`src/rtl/ptef_pkg.sv`:
```
// Package for the pan/tilt error follow controller.
// Holds shared widths, constants, register indexes, state codes and types.
// No dependencies.
`timescale 1ns / 1ps

package ptef_pkg;

   localparam int ANGLE_W    = 17;
   localparam int ERR_W      = 16;
   localparam int TIME_W     = 32;
   localparam int BAND_W     = 15;
   localparam int GAIN_W     = 16;
   localparam int MUL_W      = 16;
   localparam int PROD_W     = 2 * MUL_W;
   localparam int DT_W       = 8;
   localparam int CSR_IDX_W  = 4;
   localparam int CSR_DATA_W = 17;
   localparam int HOME_NUM_W = 24;
   localparam int HOME_DIV_W = 10;
   localparam int TRK_W      = 2;

   // Angle range in 1/256 degree
   localparam logic signed [ANGLE_W-1:0] ANGLE_CAP   = 17'sd46080;
   localparam logic signed [ANGLE_W-1:0] ANGLE_FLOOR = -17'sd46080;

   // Frame interval limits in ms
   localparam logic [DT_W-1:0] DT_FIRST = 8'd33;
   localparam logic [DT_W-1:0] DT_MIN   = 8'd20;
   localparam logic [DT_W-1:0] DT_MAX   = 8'd200;

   // Rounding terms for the two scale steps and the homing step
   localparam logic [PROD_W-1:0]     GAIN_ROUND   = 32'd16384;
   localparam logic [PROD_W-1:0]     ALPHA_ROUND  = 32'd128;
   localparam logic [HOME_NUM_W-1:0] HOME_BIAS    = 24'd500;
   localparam logic [HOME_DIV_W-1:0] HOME_DIVISOR = 10'd1000;

   // Register indexes
   localparam logic [CSR_IDX_W-1:0] CSR_ERR_BAND_X  = 4'd0;
   localparam logic [CSR_IDX_W-1:0] CSR_ERR_BAND_Y  = 4'd1;
   localparam logic [CSR_IDX_W-1:0] CSR_YAW_GAIN    = 4'd2;
   localparam logic [CSR_IDX_W-1:0] CSR_PITCH_GAIN  = 4'd3;
   localparam logic [CSR_IDX_W-1:0] CSR_YAW_LIMIT   = 4'd4;
   localparam logic [CSR_IDX_W-1:0] CSR_PITCH_LOW   = 4'd5;
   localparam logic [CSR_IDX_W-1:0] CSR_PITCH_HIGH  = 4'd6;
   localparam logic [CSR_IDX_W-1:0] CSR_LOST_TMO    = 4'd7;

   // Track state codes on the result channel
   localparam logic [TRK_W-1:0] TRK_TRACKING = 2'd0;
   localparam logic [TRK_W-1:0] TRK_LOST     = 2'd1;
   localparam logic [TRK_W-1:0] TRK_HOMING   = 2'd2;

   typedef enum logic [3:0] {
      ST_IDLE,
      ST_EVAL,
      ST_MUL_GAIN,
      ST_SCALE,
      ST_MUL_ALPHA,
      ST_APPLY,
      ST_HOME_MUL,
      ST_HOME_DIV,
      ST_HOME,
      ST_DONE
   } seq_state_type;

   // Configuration as seen by the datapath, limits already saturated
   typedef struct packed {
      logic [BAND_W-1:0]         err_band_x;
      logic [BAND_W-1:0]         err_band_y;
      logic [GAIN_W-1:0]         yaw_gain;
      logic [GAIN_W-1:0]         pitch_gain;
      logic [ANGLE_W-1:0]        yaw_lim;
      logic signed [ANGLE_W-1:0] pitch_lo;
      logic signed [ANGLE_W-1:0] pitch_hi;
      logic [15:0]               lost_timeout;
   } cfg_type;

endpackage

```
`src/rtl/ptef_csr.sv`:
```
// Configuration registers of the pan/tilt controller.
// Depends on ptef_pkg; saturates the angle limits for the datapath.
`timescale 1ns / 1ps

module ptef_csr
   import ptef_pkg::*;
(
   input  logic                  clock,
   input  logic                  reset,
   input  logic                  csr_we,
   input  logic [CSR_IDX_W-1:0]  csr_index,
   input  logic [CSR_DATA_W-1:0] csr_wdata,
   output cfg_type               cfg
);

   logic [BAND_W-1:0]         err_band_x_ff, err_band_y_ff;
   logic [GAIN_W-1:0]         yaw_gain_ff, pitch_gain_ff;
   logic [15:0]               yaw_limit_ff, lost_tmo_ff;
   logic signed [ANGLE_W-1:0] pitch_low_ff, pitch_high_ff;
   logic [ANGLE_W-1:0]        yaw_limit_ext;

   always_ff @(posedge clock) begin
      if (reset) begin
         err_band_x_ff  <= 15'd1638;
         err_band_y_ff  <= 15'd1638;
         yaw_gain_ff    <= 16'd2560;
         pitch_gain_ff  <= 16'd2560;
         yaw_limit_ff   <= 16'd15360;
         pitch_low_ff   <= -17'sd7680;
         pitch_high_ff  <= 17'sd7680;
         lost_tmo_ff    <= 16'd2000;
      end else if (csr_we) begin
         case (csr_index)
            CSR_ERR_BAND_X:  err_band_x_ff  <= csr_wdata[BAND_W-1:0];
            CSR_ERR_BAND_Y:  err_band_y_ff  <= csr_wdata[BAND_W-1:0];
            CSR_YAW_GAIN:    yaw_gain_ff    <= csr_wdata[GAIN_W-1:0];
            CSR_PITCH_GAIN:  pitch_gain_ff  <= csr_wdata[GAIN_W-1:0];
            CSR_YAW_LIMIT:   yaw_limit_ff   <= csr_wdata[15:0];
            CSR_PITCH_LOW:   pitch_low_ff   <= $signed(csr_wdata);
            CSR_PITCH_HIGH:  pitch_high_ff  <= $signed(csr_wdata);
            CSR_LOST_TMO:    lost_tmo_ff    <= csr_wdata[15:0];
            default: ;
         endcase
      end
   end

   assign yaw_limit_ext = {1'b0, yaw_limit_ff};

   always_comb begin
      cfg.err_band_x   = err_band_x_ff;
      cfg.err_band_y   = err_band_y_ff;
      cfg.yaw_gain     = yaw_gain_ff;
      cfg.pitch_gain   = pitch_gain_ff;
      cfg.lost_timeout = lost_tmo_ff;
      cfg.yaw_lim      = (yaw_limit_ext > ANGLE_CAP) ? ANGLE_CAP : yaw_limit_ext;
      cfg.pitch_lo     = (pitch_low_ff < ANGLE_FLOOR) ? ANGLE_FLOOR :
                         (pitch_low_ff > ANGLE_CAP) ? ANGLE_CAP : pitch_low_ff;
      cfg.pitch_hi     = (pitch_high_ff < ANGLE_FLOOR) ? ANGLE_FLOOR :
                         (pitch_high_ff > ANGLE_CAP) ? ANGLE_CAP : pitch_high_ff;
   end

endmodule

```
`src/rtl/ptef_smul.sv`:
```
// Bit-serial unsigned multiplier, one multiplier bit per cycle.
// Depends on ptef_pkg for operand widths.
`timescale 1ns / 1ps

module ptef_smul
   import ptef_pkg::*;
(
   input  logic              clock,
   input  logic              reset,
   input  logic              start,
   input  logic [MUL_W-1:0]  a,
   input  logic [MUL_W-1:0]  b,
   output logic              busy,
   output logic [PROD_W-1:0] prod
);

   localparam int CNT_W = $clog2(MUL_W);
   localparam logic [CNT_W-1:0] CNT_LAST = CNT_W'(MUL_W - 1);

   logic              busy_ff;
   logic [CNT_W-1:0]  cnt_ff;
   logic [MUL_W-1:0]  a_ff;
   logic [PROD_W-1:0] prod_ff, prod_in;
   logic [MUL_W:0]    partial;

   // Add the multiplicand into the upper half, then shift right one bit
   assign partial = {1'b0, prod_ff[PROD_W-1:MUL_W]} + (prod_ff[0] ? {1'b0, a_ff} : '0);
   assign prod_in = {partial, prod_ff[MUL_W-1:1]};

   always_ff @(posedge clock) begin
      if (reset) begin
         busy_ff <= 1'b0;
         cnt_ff  <= '0;
      end else if (start) begin
         busy_ff <= 1'b1;
         cnt_ff  <= '0;
      end else if (busy_ff) begin
         cnt_ff <= cnt_ff + 1'b1;
         if (cnt_ff == CNT_LAST) begin
            busy_ff <= 1'b0;
         end
      end
   end

   always_ff @(posedge clock) begin
      if (start) begin
         a_ff    <= a;
         prod_ff <= {{MUL_W{1'b0}}, b};
      end else if (busy_ff) begin
         prod_ff <= prod_in;
      end
   end

   assign busy = busy_ff;
   assign prod = prod_ff;

endmodule

```
`src/rtl/ptef_cdiv.sv`:
```
// Bit-serial restoring divider by the fixed homing divisor.
// Depends on ptef_pkg for the divisor and numerator width.
`timescale 1ns / 1ps

module ptef_cdiv
   import ptef_pkg::*;
(
   input  logic                  clock,
   input  logic                  reset,
   input  logic                  start,
   input  logic [HOME_NUM_W-1:0] num,
   output logic                  busy,
   output logic [HOME_NUM_W-1:0] quo
);

   localparam int CNT_W = $clog2(HOME_NUM_W);
   localparam logic [CNT_W-1:0] CNT_LAST = CNT_W'(HOME_NUM_W - 1);

   logic                  busy_ff;
   logic [CNT_W-1:0]      cnt_ff;
   logic [HOME_NUM_W-1:0] q_ff;
   logic [HOME_DIV_W-1:0] rem_ff, rem_in;
   logic [HOME_DIV_W:0]   trial, trial_sub;
   logic                  fits;

   // Bring down the next numerator bit, subtract the divisor if it fits
   assign trial     = {rem_ff, q_ff[HOME_NUM_W-1]};
   assign fits      = trial >= {1'b0, HOME_DIVISOR};
   assign trial_sub = trial - {1'b0, HOME_DIVISOR};
   assign rem_in    = fits ? trial_sub[HOME_DIV_W-1:0] : trial[HOME_DIV_W-1:0];

   always_ff @(posedge clock) begin
      if (reset) begin
         busy_ff <= 1'b0;
         cnt_ff  <= '0;
      end else if (start) begin
         busy_ff <= 1'b1;
         cnt_ff  <= '0;
      end else if (busy_ff) begin
         cnt_ff <= cnt_ff + 1'b1;
         if (cnt_ff == CNT_LAST) begin
            busy_ff <= 1'b0;
         end
      end
   end

   always_ff @(posedge clock) begin
      if (start) begin
         q_ff   <= num;
         rem_ff <= '0;
      end else if (busy_ff) begin
         q_ff   <= {q_ff[HOME_NUM_W-2:0], fits};
         rem_ff <= rem_in;
      end
   end

   assign busy = busy_ff;
   assign quo  = q_ff;

endmodule

```
`src/rtl/pan_tilt_error_follow_controller_top.sv`:
```
// Top level of the pan/tilt error follow controller.
// Depends on ptef_pkg, ptef_csr, ptef_smul and ptef_cdiv.
//
// One input transfer is one camera frame result; one output transfer is the
// resulting yaw/pitch command, track state and lost time. On a hit the x and
// y errors pass a dead band, are scaled by their gains (yaw negated), clamped
// to the maximum step, smoothed by SMOOTH_ALPHA/256 and added to the current
// angles, which are then clamped to the configured limits. On a miss the lost
// time is reported, and once it exceeds lost_timeout_ms both angles move
// toward zero by HOME_RATE * frame interval / 1000 (interval clamped to
// 20..200 ms, 33 ms on the first frame). Angles are signed 1/256 degree.
// One frame is worked at a time. A hit makes two passes through the
// bit-serial multipliers (yaw and pitch have one each and run side by side).
// A homing miss takes one multiply plus the serial divider. A miss before
// the timeout uses neither. The input accepts the next frame as soon as the
// previous result sits in the output register, even if that result is still
// stalled. Write configuration only while no frame is in flight.
`timescale 1ns / 1ps

module pan_tilt_error_follow_controller_top
   import ptef_pkg::*;
#(
   parameter int unsigned MAX_STEP_YAW   = 1280,
   parameter int unsigned MAX_STEP_PITCH = 1280,
   parameter int unsigned SMOOTH_ALPHA   = 77,
   parameter int unsigned HOME_RATE      = 7680
)(
   input  logic                      clock,
   input  logic                      reset,
   // frame input
   input  logic                      req_valid,
   output logic                      req_stall,
   input  logic                      req_target_found,
   input  logic signed [ERR_W-1:0]   req_error_x,
   input  logic signed [ERR_W-1:0]   req_error_y,
   input  logic [TIME_W-1:0]         req_time_ms,
   // command output
   output logic                      rsp_valid,
   input  logic                      rsp_stall,
   output logic signed [ANGLE_W-1:0] rsp_yaw_angle,
   output logic signed [ANGLE_W-1:0] rsp_pitch_angle,
   output logic [TRK_W-1:0]          rsp_track_state,
   output logic [TIME_W-1:0]         rsp_lost_time_ms,
   // configuration
   input  logic                      csr_we,
   input  logic [CSR_IDX_W-1:0]      csr_index,
   input  logic [CSR_DATA_W-1:0]     csr_wdata
);

   localparam logic [MUL_W-1:0] MAX_YAW   = MUL_W'(MAX_STEP_YAW);
   localparam logic [MUL_W-1:0] MAX_PITCH = MUL_W'(MAX_STEP_PITCH);
   localparam logic [MUL_W-1:0] ALPHA     = MUL_W'(SMOOTH_ALPHA);
   localparam logic [MUL_W-1:0] HRATE     = MUL_W'(HOME_RATE);

   // Move one angle toward zero by step without overshoot; snap tiny values
   function automatic logic signed [ANGLE_W-1:0] home_axis(
      input logic signed [ANGLE_W-1:0] pos,
      input logic [MUL_W-1:0]          step
   );
      logic [ANGLE_W:0] mag;
      logic [ANGLE_W:0] lim;
      logic signed [ANGLE_W+1:0] res;
      begin
         mag = pos[ANGLE_W-1] ? (ANGLE_W+1)'(-{pos[ANGLE_W-1], pos})
                              : {1'b0, pos};
         lim = ({2'b0, step} > mag) ? mag : {2'b0, step};
         if (mag <= 18'd1) begin
            res = '0;
         end else if (pos[ANGLE_W-1]) begin
            res = {{2{pos[ANGLE_W-1]}}, pos} + $signed({1'b0, lim});
         end else begin
            res = {{2{pos[ANGLE_W-1]}}, pos} - $signed({1'b0, lim});
         end
         home_axis = res[ANGLE_W-1:0];
      end
   endfunction

   cfg_type cfg;

   ptef_csr u_csr (
      .clock     (clock),
      .reset     (reset),
      .csr_we    (csr_we),
      .csr_index (csr_index),
      .csr_wdata (csr_wdata),
      .cfg       (cfg)
   );

   // ---------------------------------------------------------------------
   // Serial arithmetic units: lane 0 serves yaw and homing, lane 1 pitch
   // ---------------------------------------------------------------------
   logic              mul0_start, mul1_start, div_start;
   logic [MUL_W-1:0]  mul0_a, mul0_b, mul1_a, mul1_b;
   logic              mul0_busy, mul1_busy, div_busy;
   logic [PROD_W-1:0] mul0_prod, mul1_prod;
   logic [HOME_NUM_W-1:0] div_num, div_quo;

   ptef_smul u_mul_yaw (
      .clock (clock), .reset (reset), .start (mul0_start),
      .a (mul0_a), .b (mul0_b), .busy (mul0_busy), .prod (mul0_prod)
   );

   ptef_smul u_mul_pitch (
      .clock (clock), .reset (reset), .start (mul1_start),
      .a (mul1_a), .b (mul1_b), .busy (mul1_busy), .prod (mul1_prod)
   );

   ptef_cdiv u_div (
      .clock (clock), .reset (reset), .start (div_start),
      .num (div_num), .busy (div_busy), .quo (div_quo)
   );

   // ---------------------------------------------------------------------
   // Registers
   // ---------------------------------------------------------------------
   seq_state_type state_ff, state_in;

   logic signed [ANGLE_W-1:0] yaw_pos_ff, pitch_pos_ff;
   logic [TIME_W-1:0]         last_hit_ff, last_frame_ff;
   logic                      frame_seen_ff;

   logic                    found_ff;
   logic signed [ERR_W-1:0] err_x_ff, err_y_ff;
   logic [DT_W-1:0]         dt_ff;
   logic [TIME_W-1:0]       lost_ff;
   logic [TRK_W-1:0]        track_ff;
   logic                    yaw_neg_ff, pitch_neg_ff;

   logic                      rsp_valid_ff;
   logic signed [ANGLE_W-1:0] rsp_yaw_ff, rsp_pitch_ff;
   logic [TRK_W-1:0]          rsp_track_ff;
   logic [TIME_W-1:0]         rsp_lost_ff;

   // ---------------------------------------------------------------------
   // Transfer-cycle arithmetic: frame interval and lost time
   // ---------------------------------------------------------------------
   logic              req_xfer;
   logic [TIME_W-1:0] frame_diff, lost_in;
   logic [DT_W-1:0]   dt_in;

   assign req_xfer   = req_valid && !req_stall;
   assign frame_diff = req_time_ms - last_frame_ff;
   assign lost_in    = req_time_ms - last_hit_ff;

   always_comb begin
      if (!frame_seen_ff) begin
         dt_in = DT_FIRST;
      end else if (frame_diff < {24'b0, DT_MIN}) begin
         dt_in = DT_MIN;
      end else if (frame_diff > {24'b0, DT_MAX}) begin
         dt_in = DT_MAX;
      end else begin
         dt_in = frame_diff[DT_W-1:0];
      end
   end

   // ---------------------------------------------------------------------
   // Evaluation: dead band and homing decision
   // ---------------------------------------------------------------------
   logic [ERR_W-1:0] mag_x, mag_y, band_x, band_y;
   logic             home_go;

   assign mag_x   = err_x_ff[ERR_W-1] ? (~err_x_ff + 1'b1) : err_x_ff;
   assign mag_y   = err_y_ff[ERR_W-1] ? (~err_y_ff + 1'b1) : err_y_ff;
   assign band_x  = (mag_x < {1'b0, cfg.err_band_x}) ? '0 : mag_x;
   assign band_y  = (mag_y < {1'b0, cfg.err_band_y}) ? '0 : mag_y;
   assign home_go = lost_ff > {16'b0, cfg.lost_timeout};

   // ---------------------------------------------------------------------
   // Scale: round gain product, clamp to max step
   // ---------------------------------------------------------------------
   logic [PROD_W-1:0] gain_sum_y, gain_sum_p;
   logic [MUL_W:0]    gain_rnd_y, gain_rnd_p;
   logic [MUL_W-1:0]  step_y, step_p;

   assign gain_sum_y = mul0_prod + GAIN_ROUND;
   assign gain_sum_p = mul1_prod + GAIN_ROUND;
   assign gain_rnd_y = gain_sum_y[PROD_W-1:15];
   assign gain_rnd_p = gain_sum_p[PROD_W-1:15];
   assign step_y = (gain_rnd_y > {1'b0, MAX_YAW}) ? MAX_YAW : gain_rnd_y[MUL_W-1:0];
   assign step_p = (gain_rnd_p > {1'b0, MAX_PITCH}) ? MAX_PITCH : gain_rnd_p[MUL_W-1:0];

   // ---------------------------------------------------------------------
   // Apply: round smoothed step, add to angle, clamp to limits
   // ---------------------------------------------------------------------
   logic [PROD_W-1:0]         alpha_sum_y, alpha_sum_p;
   logic [MUL_W-1:0]          smooth_y, smooth_p;
   logic signed [ANGLE_W+1:0] delta_y, delta_p, sum_y, sum_p;
   logic signed [ANGLE_W+1:0] ylim_hi, ylim_lo, plim_lo, plim_hi, raise_p;
   logic signed [ANGLE_W+1:0] yaw_new, pitch_new;

   assign alpha_sum_y = mul0_prod + ALPHA_ROUND;
   assign alpha_sum_p = mul1_prod + ALPHA_ROUND;
   assign smooth_y    = alpha_sum_y[MUL_W+7:8];
   assign smooth_p    = alpha_sum_p[MUL_W+7:8];

   assign delta_y = yaw_neg_ff   ? -$signed({3'b0, smooth_y}) : $signed({3'b0, smooth_y});
   assign delta_p = pitch_neg_ff ? -$signed({3'b0, smooth_p}) : $signed({3'b0, smooth_p});
   assign sum_y   = {{2{yaw_pos_ff[ANGLE_W-1]}}, yaw_pos_ff} + delta_y;
   assign sum_p   = {{2{pitch_pos_ff[ANGLE_W-1]}}, pitch_pos_ff} + delta_p;

   assign ylim_hi = $signed({2'b0, cfg.yaw_lim});
   assign ylim_lo = -ylim_hi;
   assign plim_lo = {{2{cfg.pitch_lo[ANGLE_W-1]}}, cfg.pitch_lo};
   assign plim_hi = {{2{cfg.pitch_hi[ANGLE_W-1]}}, cfg.pitch_hi};

   assign yaw_new   = (sum_y > ylim_hi) ? ylim_hi : ((sum_y < ylim_lo) ? ylim_lo : sum_y);
   // Raise to the low limit first, then lower to the high one: high wins
   assign raise_p   = (sum_p < plim_lo) ? plim_lo : sum_p;
   assign pitch_new = (raise_p > plim_hi) ? plim_hi : raise_p;

   // ---------------------------------------------------------------------
   // Sequencer: next state
   // ---------------------------------------------------------------------
   logic rsp_load;

   always_comb begin
      state_in = state_ff;
      case (state_ff)
         ST_IDLE: begin
            if (req_xfer) begin
               state_in = ST_EVAL;
            end
         end
         ST_EVAL: begin
            if (found_ff) begin
               state_in = ST_MUL_GAIN;
            end else if (home_go) begin
               state_in = ST_HOME_MUL;
            end else begin
               state_in = ST_DONE;
            end
         end
         ST_MUL_GAIN: begin
            if (!mul0_busy && !mul1_busy) begin
               state_in = ST_SCALE;
            end
         end
         ST_SCALE: state_in = ST_MUL_ALPHA;
         ST_MUL_ALPHA: begin
            if (!mul0_busy && !mul1_busy) begin
               state_in = ST_APPLY;
            end
         end
         ST_APPLY: state_in = ST_DONE;
         ST_HOME_MUL: begin
            if (!mul0_busy) begin
               state_in = ST_HOME_DIV;
            end
         end
         ST_HOME_DIV: begin
            if (!div_busy) begin
               state_in = ST_HOME;
            end
         end
         ST_HOME: state_in = ST_DONE;
         ST_DONE: begin
            if (!rsp_valid_ff || !rsp_stall) begin
               state_in = ST_IDLE;
            end
         end
         default: state_in = ST_IDLE;
      endcase
   end

   // ---------------------------------------------------------------------
   // Sequencer: outputs and unit operands
   // ---------------------------------------------------------------------
   always_comb begin
      req_stall  = 1'b1;
      mul0_start = 1'b0;
      mul1_start = 1'b0;
      div_start  = 1'b0;
      mul0_a     = band_x;
      mul0_b     = cfg.yaw_gain;
      mul1_a     = band_y;
      mul1_b     = cfg.pitch_gain;
      div_num    = mul0_prod[HOME_NUM_W-1:0] + HOME_BIAS;
      rsp_load   = 1'b0;
      case (state_ff)
         ST_IDLE: req_stall = 1'b0;
         ST_EVAL: begin
            if (found_ff) begin
               mul0_start = 1'b1;
               mul1_start = 1'b1;
            end else if (home_go) begin
               mul0_start = 1'b1;
               mul0_a     = HRATE;
               mul0_b     = {{(MUL_W-DT_W){1'b0}}, dt_ff};
            end
         end
         ST_SCALE: begin
            mul0_start = 1'b1;
            mul1_start = 1'b1;
            mul0_a     = step_y;
            mul0_b     = ALPHA;
            mul1_a     = step_p;
            mul1_b     = ALPHA;
         end
         ST_HOME_MUL: div_start = !mul0_busy;
         ST_DONE:     rsp_load  = !rsp_valid_ff || !rsp_stall;
         default: ;
      endcase
   end

   // ---------------------------------------------------------------------
   // Control state and persistent tracker state
   // ---------------------------------------------------------------------
   always_ff @(posedge clock) begin
      if (reset) begin
         state_ff      <= ST_IDLE;
         yaw_pos_ff    <= '0;
         pitch_pos_ff  <= '0;
         last_hit_ff   <= '0;
         last_frame_ff <= '0;
         frame_seen_ff <= 1'b0;
         rsp_valid_ff  <= 1'b0;
      end else begin
         state_ff <= state_in;
         if (req_xfer) begin
            last_frame_ff <= req_time_ms;
            frame_seen_ff <= 1'b1;
            if (req_target_found) begin
               last_hit_ff <= req_time_ms;
            end
         end
         if (state_ff == ST_APPLY) begin
            yaw_pos_ff   <= yaw_new[ANGLE_W-1:0];
            pitch_pos_ff <= pitch_new[ANGLE_W-1:0];
         end else if (state_ff == ST_HOME) begin
            yaw_pos_ff   <= home_axis(yaw_pos_ff, div_quo[MUL_W-1:0]);
            pitch_pos_ff <= home_axis(pitch_pos_ff, div_quo[MUL_W-1:0]);
         end
         if (rsp_load) begin
            rsp_valid_ff <= 1'b1;
         end else if (!rsp_stall) begin
            rsp_valid_ff <= 1'b0;
         end
      end
   end

   // ---------------------------------------------------------------------
   // Frame payload and result register
   // ---------------------------------------------------------------------
   always_ff @(posedge clock) begin
      if (req_xfer) begin
         found_ff <= req_target_found;
         err_x_ff <= req_error_x;
         err_y_ff <= req_error_y;
         dt_ff    <= dt_in;
         lost_ff  <= lost_in;
      end
      if (state_ff == ST_EVAL) begin
         // Yaw moves against the horizontal error
         yaw_neg_ff   <= !err_x_ff[ERR_W-1];
         pitch_neg_ff <= err_y_ff[ERR_W-1];
         track_ff     <= found_ff ? TRK_TRACKING : (home_go ? TRK_HOMING : TRK_LOST);
      end
      if (rsp_load) begin
         rsp_yaw_ff   <= yaw_pos_ff;
         rsp_pitch_ff <= pitch_pos_ff;
         rsp_track_ff <= track_ff;
         rsp_lost_ff  <= found_ff ? '0 : lost_ff;
      end
   end

   assign rsp_valid        = rsp_valid_ff;
   assign rsp_yaw_angle    = rsp_yaw_ff;
   assign rsp_pitch_angle  = rsp_pitch_ff;
   assign rsp_track_state  = rsp_track_ff;
   assign rsp_lost_time_ms = rsp_lost_ff;

endmodule

```
`config.mk`:
```
export PLATFORM = sky130hd
export DESIGN_NAME = pan_tilt_error_follow_controller_top
export DESIGN_NICKNAME = d
export VERILOG_FILES = /design/src/rtl/ptef_pkg.sv /design/src/rtl/ptef_csr.sv /design/src/rtl/ptef_smul.sv /design/src/rtl/ptef_cdiv.sv /design/src/rtl/pan_tilt_error_follow_controller_top.sv
export SDC_FILE = /design/constraint.sdc
export NUM_CORES = 2
export LEC_CHECK = 0
export BUFFER_PORTS_ARGS = -buffer_cell sky130_fd_sc_hd__clkbuf_2
export CORE_MARGIN = 2
export CORE_UTILIZATION = 23
export CTS_BUF_LIST = sky130_fd_sc_hd__clkbuf_8 sky130_fd_sc_hd__clkbuf_16
export CTS_CLUSTER_SIZE = 25
export DETAILED_ROUTE_END_ITERATION = 8
export SLEW_MARGIN = 40
export SYNTH_ARGS = -nofsm -noshare
export SYNTH_HDL_FRONTEND = slang
export SYNTH_HIERARCHICAL = 1
export SYNTH_SLANG_ARGS = --single-unit
```
`constraint.sdc`:
```
create_clock -name clock -period 10 [get_ports clock]
set_clock_uncertainty 0.1 [all_clocks]
set_input_delay 1 -clock clock [delete_from_list [all_inputs] [get_ports clock]]
set_output_delay 1 -clock clock [all_outputs]
set_load 0.01 [all_outputs]
```
# Yosys cells after proc, flatten, opt, wreduce, memory -nomap -nowiden
# Cells that the tools add are included.
[op_classes]
add_sub_neg = 26
magnitude_cmp = 21
n_eq_ne = 26
n_mux = 77
bitwise_logic = 3
n_reduce_logical = 30
[ops]
columns = ["op", "count"]
rows = [
  ["2-to-1 mux 16 bit", 19],
  ["2-to-1 mux 17 bit", 17],
  ["adder 32 x 15 -> 32 bit (second input constant)", 2],
  ["case mux 16 bit (2 select lines)", 2],
  ["subtractor 32 bit", 2],
  ["2-to-1 mux 19 bit", 3],
  ["negator 16 -> 19 bit", 3],
  ["adder 24 x 8 -> 24 bit (second input constant)", 2],
  ["2-to-1 mux 24 bit", 2],
  ["adder 19 bit", 2],
  ["> comparator 19 x 17 -> 1 bit", 2],
  ["> comparator 16 x 18 -> 1 bit", 2],
  ["less-or-equal comparator 18 x 1 -> 1 bit (second input constant)", 2],
  ["2-to-1 mux 18 bit", 2],
  ["negator 18 bit", 2],
  ["case mux 4 bit (9 select lines)", 1],
  ["adder 16 x 16 -> 17 bit", 2],
  ["adder 17 bit", 2],
  ["> comparator 17 x 11 -> 1 bit (second input constant)", 2],
  ["> comparator 17 bit (second input constant)", 2],
  ["less-than comparator 17 bit (second input constant)", 2],
  ["subtractor 17 bit", 2],
  ["adder 16 x 1 -> 16 bit (second input constant)", 2],
  ["equality test 4 x 3 -> 1 bit (second input constant)", 8],
  ["other kinds (36)", 96],
]
[word_totals]
regBits = 523
input_bits = 91
out_inout_bits = 70

# Depth between registers and ports, before layout
[depth]
depth_word = 9
depth_mapped = 40
mapped_depth_nobuf = 35

# Modules after synthesis
# Netlist, hierarchy kept.
[modules_own_cells]
columns = ["mod", "instances", "cells_per_inst", "area_each_um2", "seq_area_each_um2"]
rows = [
  ["pan_tilt_error_follow_controller_top", 1, 3246, 25949.9, 6436.2],
  ["ptef_csr", 1, 693, 5313.8, 2562.5],
  ["ptef_smul at u_mul_pitch", 1, 253, 2801.4, 1381.3],
  ["ptef_smul at u_mul_yaw", 1, 251, 2796.4, 1381.3],
  ["ptef_cdiv", 1, 148, 1859.3, 1041.0],
]

# Worst setup path before layout
# Ideal clock, no wire load.
[synth_timing]
path_kind = "reg-to-reg"
from = "reg u_mul_pitch.prod_ff[7], in the netlist u_mul_pitch/prod[7]"
to = "reg pitch_pos_ff[14]"
setup_time_ns = 0.132
arrival_ns = 7.687
required_time_ns = 9.768
slack_ns = 2.081
stages_incl_launch_ff = 36
n_path_buf = 3
synth_period_minus_slack_ns = 7.919
path_cell_list = "edfxtp_1 ha_1 clkbuf_1 and3_1 nor3_1 a31oi_1 nor2_1 nand3_1 o21ai_0 o21ai_0 xnor2_1 ha_1 or2_2 o31a_1 a41oi_1 o21ai_0 a21o_1 a21oi_1 xnor2_1 ha_1 inv_1 a2111o_1 nor2_1 a221oi_1 buf_2 mux2_2 ha_1 nand3_1 or3_1 nor4_1 a221oi_1 nand2_1 clkbuf_1 mux2_2 a221oi_1 nor3_1"
[synth_between]
elab_chain_cells = 9
[synth_lines]
columns = ["item", "line_no", "source"]
rows = [
  ["start, declared", "ptef_smul.sv:23", "logic [PROD_W-1:0] prod_ff, prod_in;"],
  ["start signal, assigned", "ptef_smul.sv:48", "prod_ff <= {{MUL_W{1'b0}}, b};"],
  ["start signal, assigned", "ptef_smul.sv:50", "prod_ff <= prod_in;"],
  ["adder 24 x 8 -> 24 bit (*)", "pan_tilt_error_follow_controller_top.sv:193", "assign alpha_sum_p = mul1_prod + ALPHA_ROUND;"],
  ["negator 16 -> 19 bit", "pan_tilt_error_follow_controller_top.sv:198", "assign delta_p = pitch_neg_ff ? -$signed({3'b0, smooth_p}) : $signed({3'b0, smooth_p});"],
  ["2-to-1 mux 19 bit (*)", "pan_tilt_error_follow_controller_top.sv:198", ""],
  ["adder 19 bit (*)", "pan_tilt_error_follow_controller_top.sv:200", "assign sum_p = {{2{pitch_pos_ff[ANGLE_W-1]}}, pitch_pos_ff} + delta_p;"],
  ["less-than comparator 19 x 17 -> 1 bit", "pan_tilt_error_follow_controller_top.sv:209", "assign raise_p = (sum_p < plim_lo) ? plim_lo : sum_p;"],
  ["2-to-1 mux 19 bit (*)", "pan_tilt_error_follow_controller_top.sv:209", ""],
  ["> comparator 19 x 17 -> 1 bit", "pan_tilt_error_follow_controller_top.sv:210", "assign pitch_new = (raise_p > plim_hi) ? plim_hi : raise_p;"],
  ["2-to-1 mux 17 bit (*)", "pan_tilt_error_follow_controller_top.sv:210", ""],
  ["2-to-1 mux 17 bit (*)", "pan_tilt_error_follow_controller_top.sv:327", "if (state_ff == ST_APPLY) begin"],
  ["end signal, assigned", "pan_tilt_error_follow_controller_top.sv:329", "pitch_pos_ff <= pitch_new[ANGLE_W-1:0];"],
  ["end signal, assigned", "pan_tilt_error_follow_controller_top.sv:332", "pitch_pos_ff <= home_axis(pitch_pos_ff, div_quo[MUL_W-1:0]);"],
  ["end, declared", "pan_tilt_error_follow_controller_top.sv:118", "logic signed [ANGLE_W-1:0] yaw_pos_ff, pitch_pos_ff;"],
]
# Mark *: on every way between the ends. The rest lies on a longest branch, timed or not.
# A chain may end at the register's enable or synchronous reset.

# Worst setup path in the final report
[layout_timing]
from = "reg u_mul_pitch.prod_ff[7], in the netlist u_mul_pitch/prod[7]"
to = "reg pitch_pos_ff[10]"
# The elaborated chain is that of the path after synthesis.

==> impl_metrics.prom <==
# TYPE chip_impl_metric gauge
chip_impl_metric{name="worst_ir_drop_vdd",unit="uV"} 194.7
chip_impl_info{name="min_path_type",value="register to register"} 1
chip_impl_metric{name="route.vias.total",unit=""} 33695
chip_impl_info{name="run_status",value="completed"} 1
chip_impl_metric{name="ctsHoldBuffers",unit=""} 0
chip_impl_metric{name="height_of_the_die",unit="um"} 414.3
chip_impl_metric{name="timing.fmax",unit="GHz"} 0.1215
chip_impl_metric{name="maxCapViolations",unit=""} 0
chip_impl_metric{name="cp.arrival",unit="ns"} 8.68
chip_impl_metric{name="grt_first_pass_wirelength",unit="mm"} 189.2
chip_impl_metric{name="ctsHtreeMaxLevel",unit=""} 2
chip_impl_metric{name="hpwlAfterDp",unit="mm"} 91.33
chip_impl_metric{name="maxSlewHeadroom",unit=""} 0.4462
chip_impl_metric{name="layout-drive-gt1-share",unit=""} 0.1004
chip_impl_metric{name="yosysWarnings",unit=""} 6
chip_impl_metric{name="vias_per_cell",unit=""} 4.898
chip_impl_metric{name="worstPathRequired",unit="ns"} 10.45
chip_impl_metric{name="cts_max_path_buffers",unit=""} 3
chip_impl_metric{name="io_pins",unit=""} 161
chip_impl_metric{name="tritoncts_num_sinks",unit=""} 523
chip_impl_metric{name="cts_clk_pin_slew_worst_paths",unit="ns"} 0.06
chip_impl_metric{name="drc",unit=""} 0
chip_impl_metric{name="tns",unit="ns"} 0
chip_impl_metric{name="post_cts.resized_instances",unit=""} 0
chip_impl_metric{name="antenna_left",unit=""} 0
chip_impl_metric{name="first_global_vias",unit=""} 32055
chip_impl_metric{name="chipWidth",unit="um"} 414.3
chip_impl_metric{name="syn_avg_cell_area",unit="um2"} 8.434
chip_impl_metric{name="largest_net_degree_at_the_start_of_global_routing",unit=""} 113
chip_impl_metric{name="slowest_delay",unit="ns"} 0.50
chip_impl_info{name="critPathKind",value="register to register"} 1
chip_impl_info{name="clock-root-buffer",value="sky130_fd_sc_hd__clkbuf_16"} 1
chip_impl_metric{name="synthCells",unit=""} 4590
chip_impl_metric{name="first_iter_violations",unit=""} 2883
chip_impl_metric{name="routed_wire_length_per_instance",unit="um"} 17.82
chip_impl_metric{name="finalNetCount",unit=""} 5053
chip_impl_metric{name="post-route-min-period",unit="ns"} 8.231
chip_impl_info{name="grt_setup_unrepaired",value="false"} 1
chip_impl_metric{name="crit_buf_inv",unit=""} 2
chip_impl_info{name="cts_tree",value="built"} 1
chip_impl_info{name="cpMostUsedCell",value="sky130_fd_sc_hd__ha_1"} 1
chip_impl_metric{name="grt_use_total",unit=""} 0.1380
chip_impl_metric{name="ff2ff_setup_slack",unit="ns"} 1.77
chip_impl_info{name="critical-path-slowest-cell",value="sky130_fd_sc_hd__o21ai_0"} 1
chip_impl_metric{name="final_core_util",unit=""} 0.2619
chip_impl_metric{name="start_util",unit=""} 0.2315
chip_impl_metric{name="die_area",unit="um2"} 171600
chip_impl_metric{name="drt-pass1-iter-count",unit=""} 6
chip_impl_metric{name="port_buffers",unit=""} 160
chip_impl_metric{name="critical_path.max_fanout",unit=""} 24
chip_impl_metric{name="flow.area_growth_from_synthesis",unit="%"} 13.11
chip_impl_metric{name="total_leakage_power",unit="nW"} 16.98
chip_impl_metric{name="wl",unit="mm"} 122.6
chip_impl_metric{name="power.total",unit="mW"} 13.12
chip_impl_metric{name="netlist_area",unit="um2"} 38710
chip_impl_metric{name="hold_violations",unit=""} 0
chip_impl_metric{name="power.density_cell_area",unit="nW/um2"} 299.7
chip_impl_metric{name="numCtsBuffers",unit=""} 58
chip_impl_metric{name="core.rowCount",unit=""} 150
chip_impl_metric{name="postSynthNetCount",unit=""} 5020
chip_impl_metric{name="finalCritPeriodShare",unit=""} 0.8231
chip_impl_info{name="critical-path-top-delay-family",value="compound AO/OA/AOI/OAI gates"} 1
chip_impl_info{name="setup.worst_path.end_class",value="register"} 1
chip_impl_metric{name="slew_limit_fails",unit=""} 0
chip_impl_metric{name="place_congestion",unit=""} 0.9041
chip_impl_metric{name="worst_slew_pin_slew",unit="ns"} 0.8296
chip_impl_metric{name="postCtsSetupRepairBufs",unit=""} 0
chip_impl_metric{name="insertion_delay",unit="ns"} 0.69
chip_impl_metric{name="globalRouteOverflowTotal",unit=""} 0
chip_impl_info{name="critPathLaunchType",value="register"} 1
chip_impl_metric{name="antenna_found_initial",unit=""} 26
chip_impl_metric{name="setup_viol",unit=""} 0
chip_impl_metric{name="core_region_area",unit="um2"} 167200
-- per-layer routing --
metal / share of wire / GRT usage
met5: 0.0024 / 0
met2: 0.44 / 0.2190
met1: 0.45 / 0.1838
met3: 0.075 / 0.03267
met4: 0.030 / 0.04445
-- state kept, by name, summed over array words and instances (netlist names), 17 cells and up --
| register | cells |
|---|---|
| last_frame_ff | 32 |
| last_hit_ff | 32 |
| lost_ff | 32 |
| rsp_lost_time_ms | 32 |
| u_mul_pitch/prod | 32 |
| u_mul_yaw/prod | 32 |
| u_div/quo | 24 |
| pitch_pos_ff | 17 |
| rsp_pitch_angle | 17 |
| rsp_yaw_angle | 17 |
| u_csr/pitch_high_ff | 17 |
| u_csr/pitch_low_ff | 17 |
| yaw_pos_ff | 17 |
-- metrics by stage --
step | setup WS (ns) | hold WS [ns] | std cells | instance area, um2
after global placement | 1.589 | 0.3289 | 6765 | 41640
after CTS | 1.523 | 0.3264 | 6875 | 43740
after global routing | 0.8759 | 0.3517 | 6879 | 43790
final | 1.769 | 0.3443 | 6879 | 43790
after detailed placement | 1.560 | 0.3065 | 6765 | 41690
after floorplan | 2.081 | 0.3003 | 4590 | 38710
-- power breakdown --
group / leakage (nW) / switching, mW / internal, mW / total [mW]
Sequential: 4.54 / 0.560 / 2.79 / 3.35
Combinational: 11.4 / 4.41 / 3.05 / 7.47
Clock: 1.03 / 0.981 / 1.33 / 2.31
Total: 17.0 / 5.96 / 7.17 / 13.1
-- worst register-to-register path: cells and delay by family (launching register included) --
family / cells / cell delay [ns]
adders and majority gates: 4 / 1.21
and+or+nand+nor: 11 / 2.25
muxes: 2 / 0.80
buffers and inverters: 2 / 0.36
AOI/OAI and AO/OA: 12 / 2.56
DFF: 1 / 0.47
xor gates and xnor gates: 2 / 0.34
-- path summary, 6_finish.rpt --
check	end	startpoint	cells past startpoint
max	pitch_pos_ff[10]	u_mul_pitch/prod[7]	33
min	rsp_track_state[0]	track_ff[0]	0
max reg2reg	pitch_pos_ff[10]	u_mul_pitch/prod[7]	33
min reg2reg	rsp_track_state[0]	track_ff[0]	0
-- final cells by class --
| class | instances | area [um2] |
|---|---|---|
| fillers | 18007 | 123400 |
| multi-input cells | 3559 | 23990 |
| flip-flops and latches | 523 | 12810 |
| well taps | 2204 | 2758 |
| clock buffers | 65 | 1593 |
| repair buffers | 197 | 1110 |
| inverters | 284 | 1069 |
| clock inverters | 45 | 454.2 |
| diodes | 2 | 5.005 |
-- cell usage in the layout (no fill, tap or decap), types with 62 or more instances in the layout --
master and instances:
sky130_fd_sc_hd__nand2b_1 70, sky130_fd_sc_hd__mux2_2 87, sky130_fd_sc_hd__nand3_1 110, sky130_fd_sc_hd__clkbuf_16 62
sky130_fd_sc_hd__ha_1 331, sky130_fd_sc_hd__nor2_1 271, sky130_fd_sc_hd__nor2b_1 74, sky130_fd_sc_hd__a21o_1 85
sky130_fd_sc_hd__nand2_1 635, sky130_fd_sc_hd__nor3_1 106, sky130_fd_sc_hd__xor2_1 120, sky130_fd_sc_hd__inv_1 292
sky130_fd_sc_hd__and2_1 92, sky130_fd_sc_hd__a21oi_1 389, sky130_fd_sc_hd__edfxtp_1 233, sky130_fd_sc_hd__dfxtp_1 287
sky130_fd_sc_hd__o21ai_0 179, sky130_fd_sc_hd__clkbuf_2 159, sky130_fd_sc_hd__xnor2_1 195
Power figures use the tool's default switching activity.
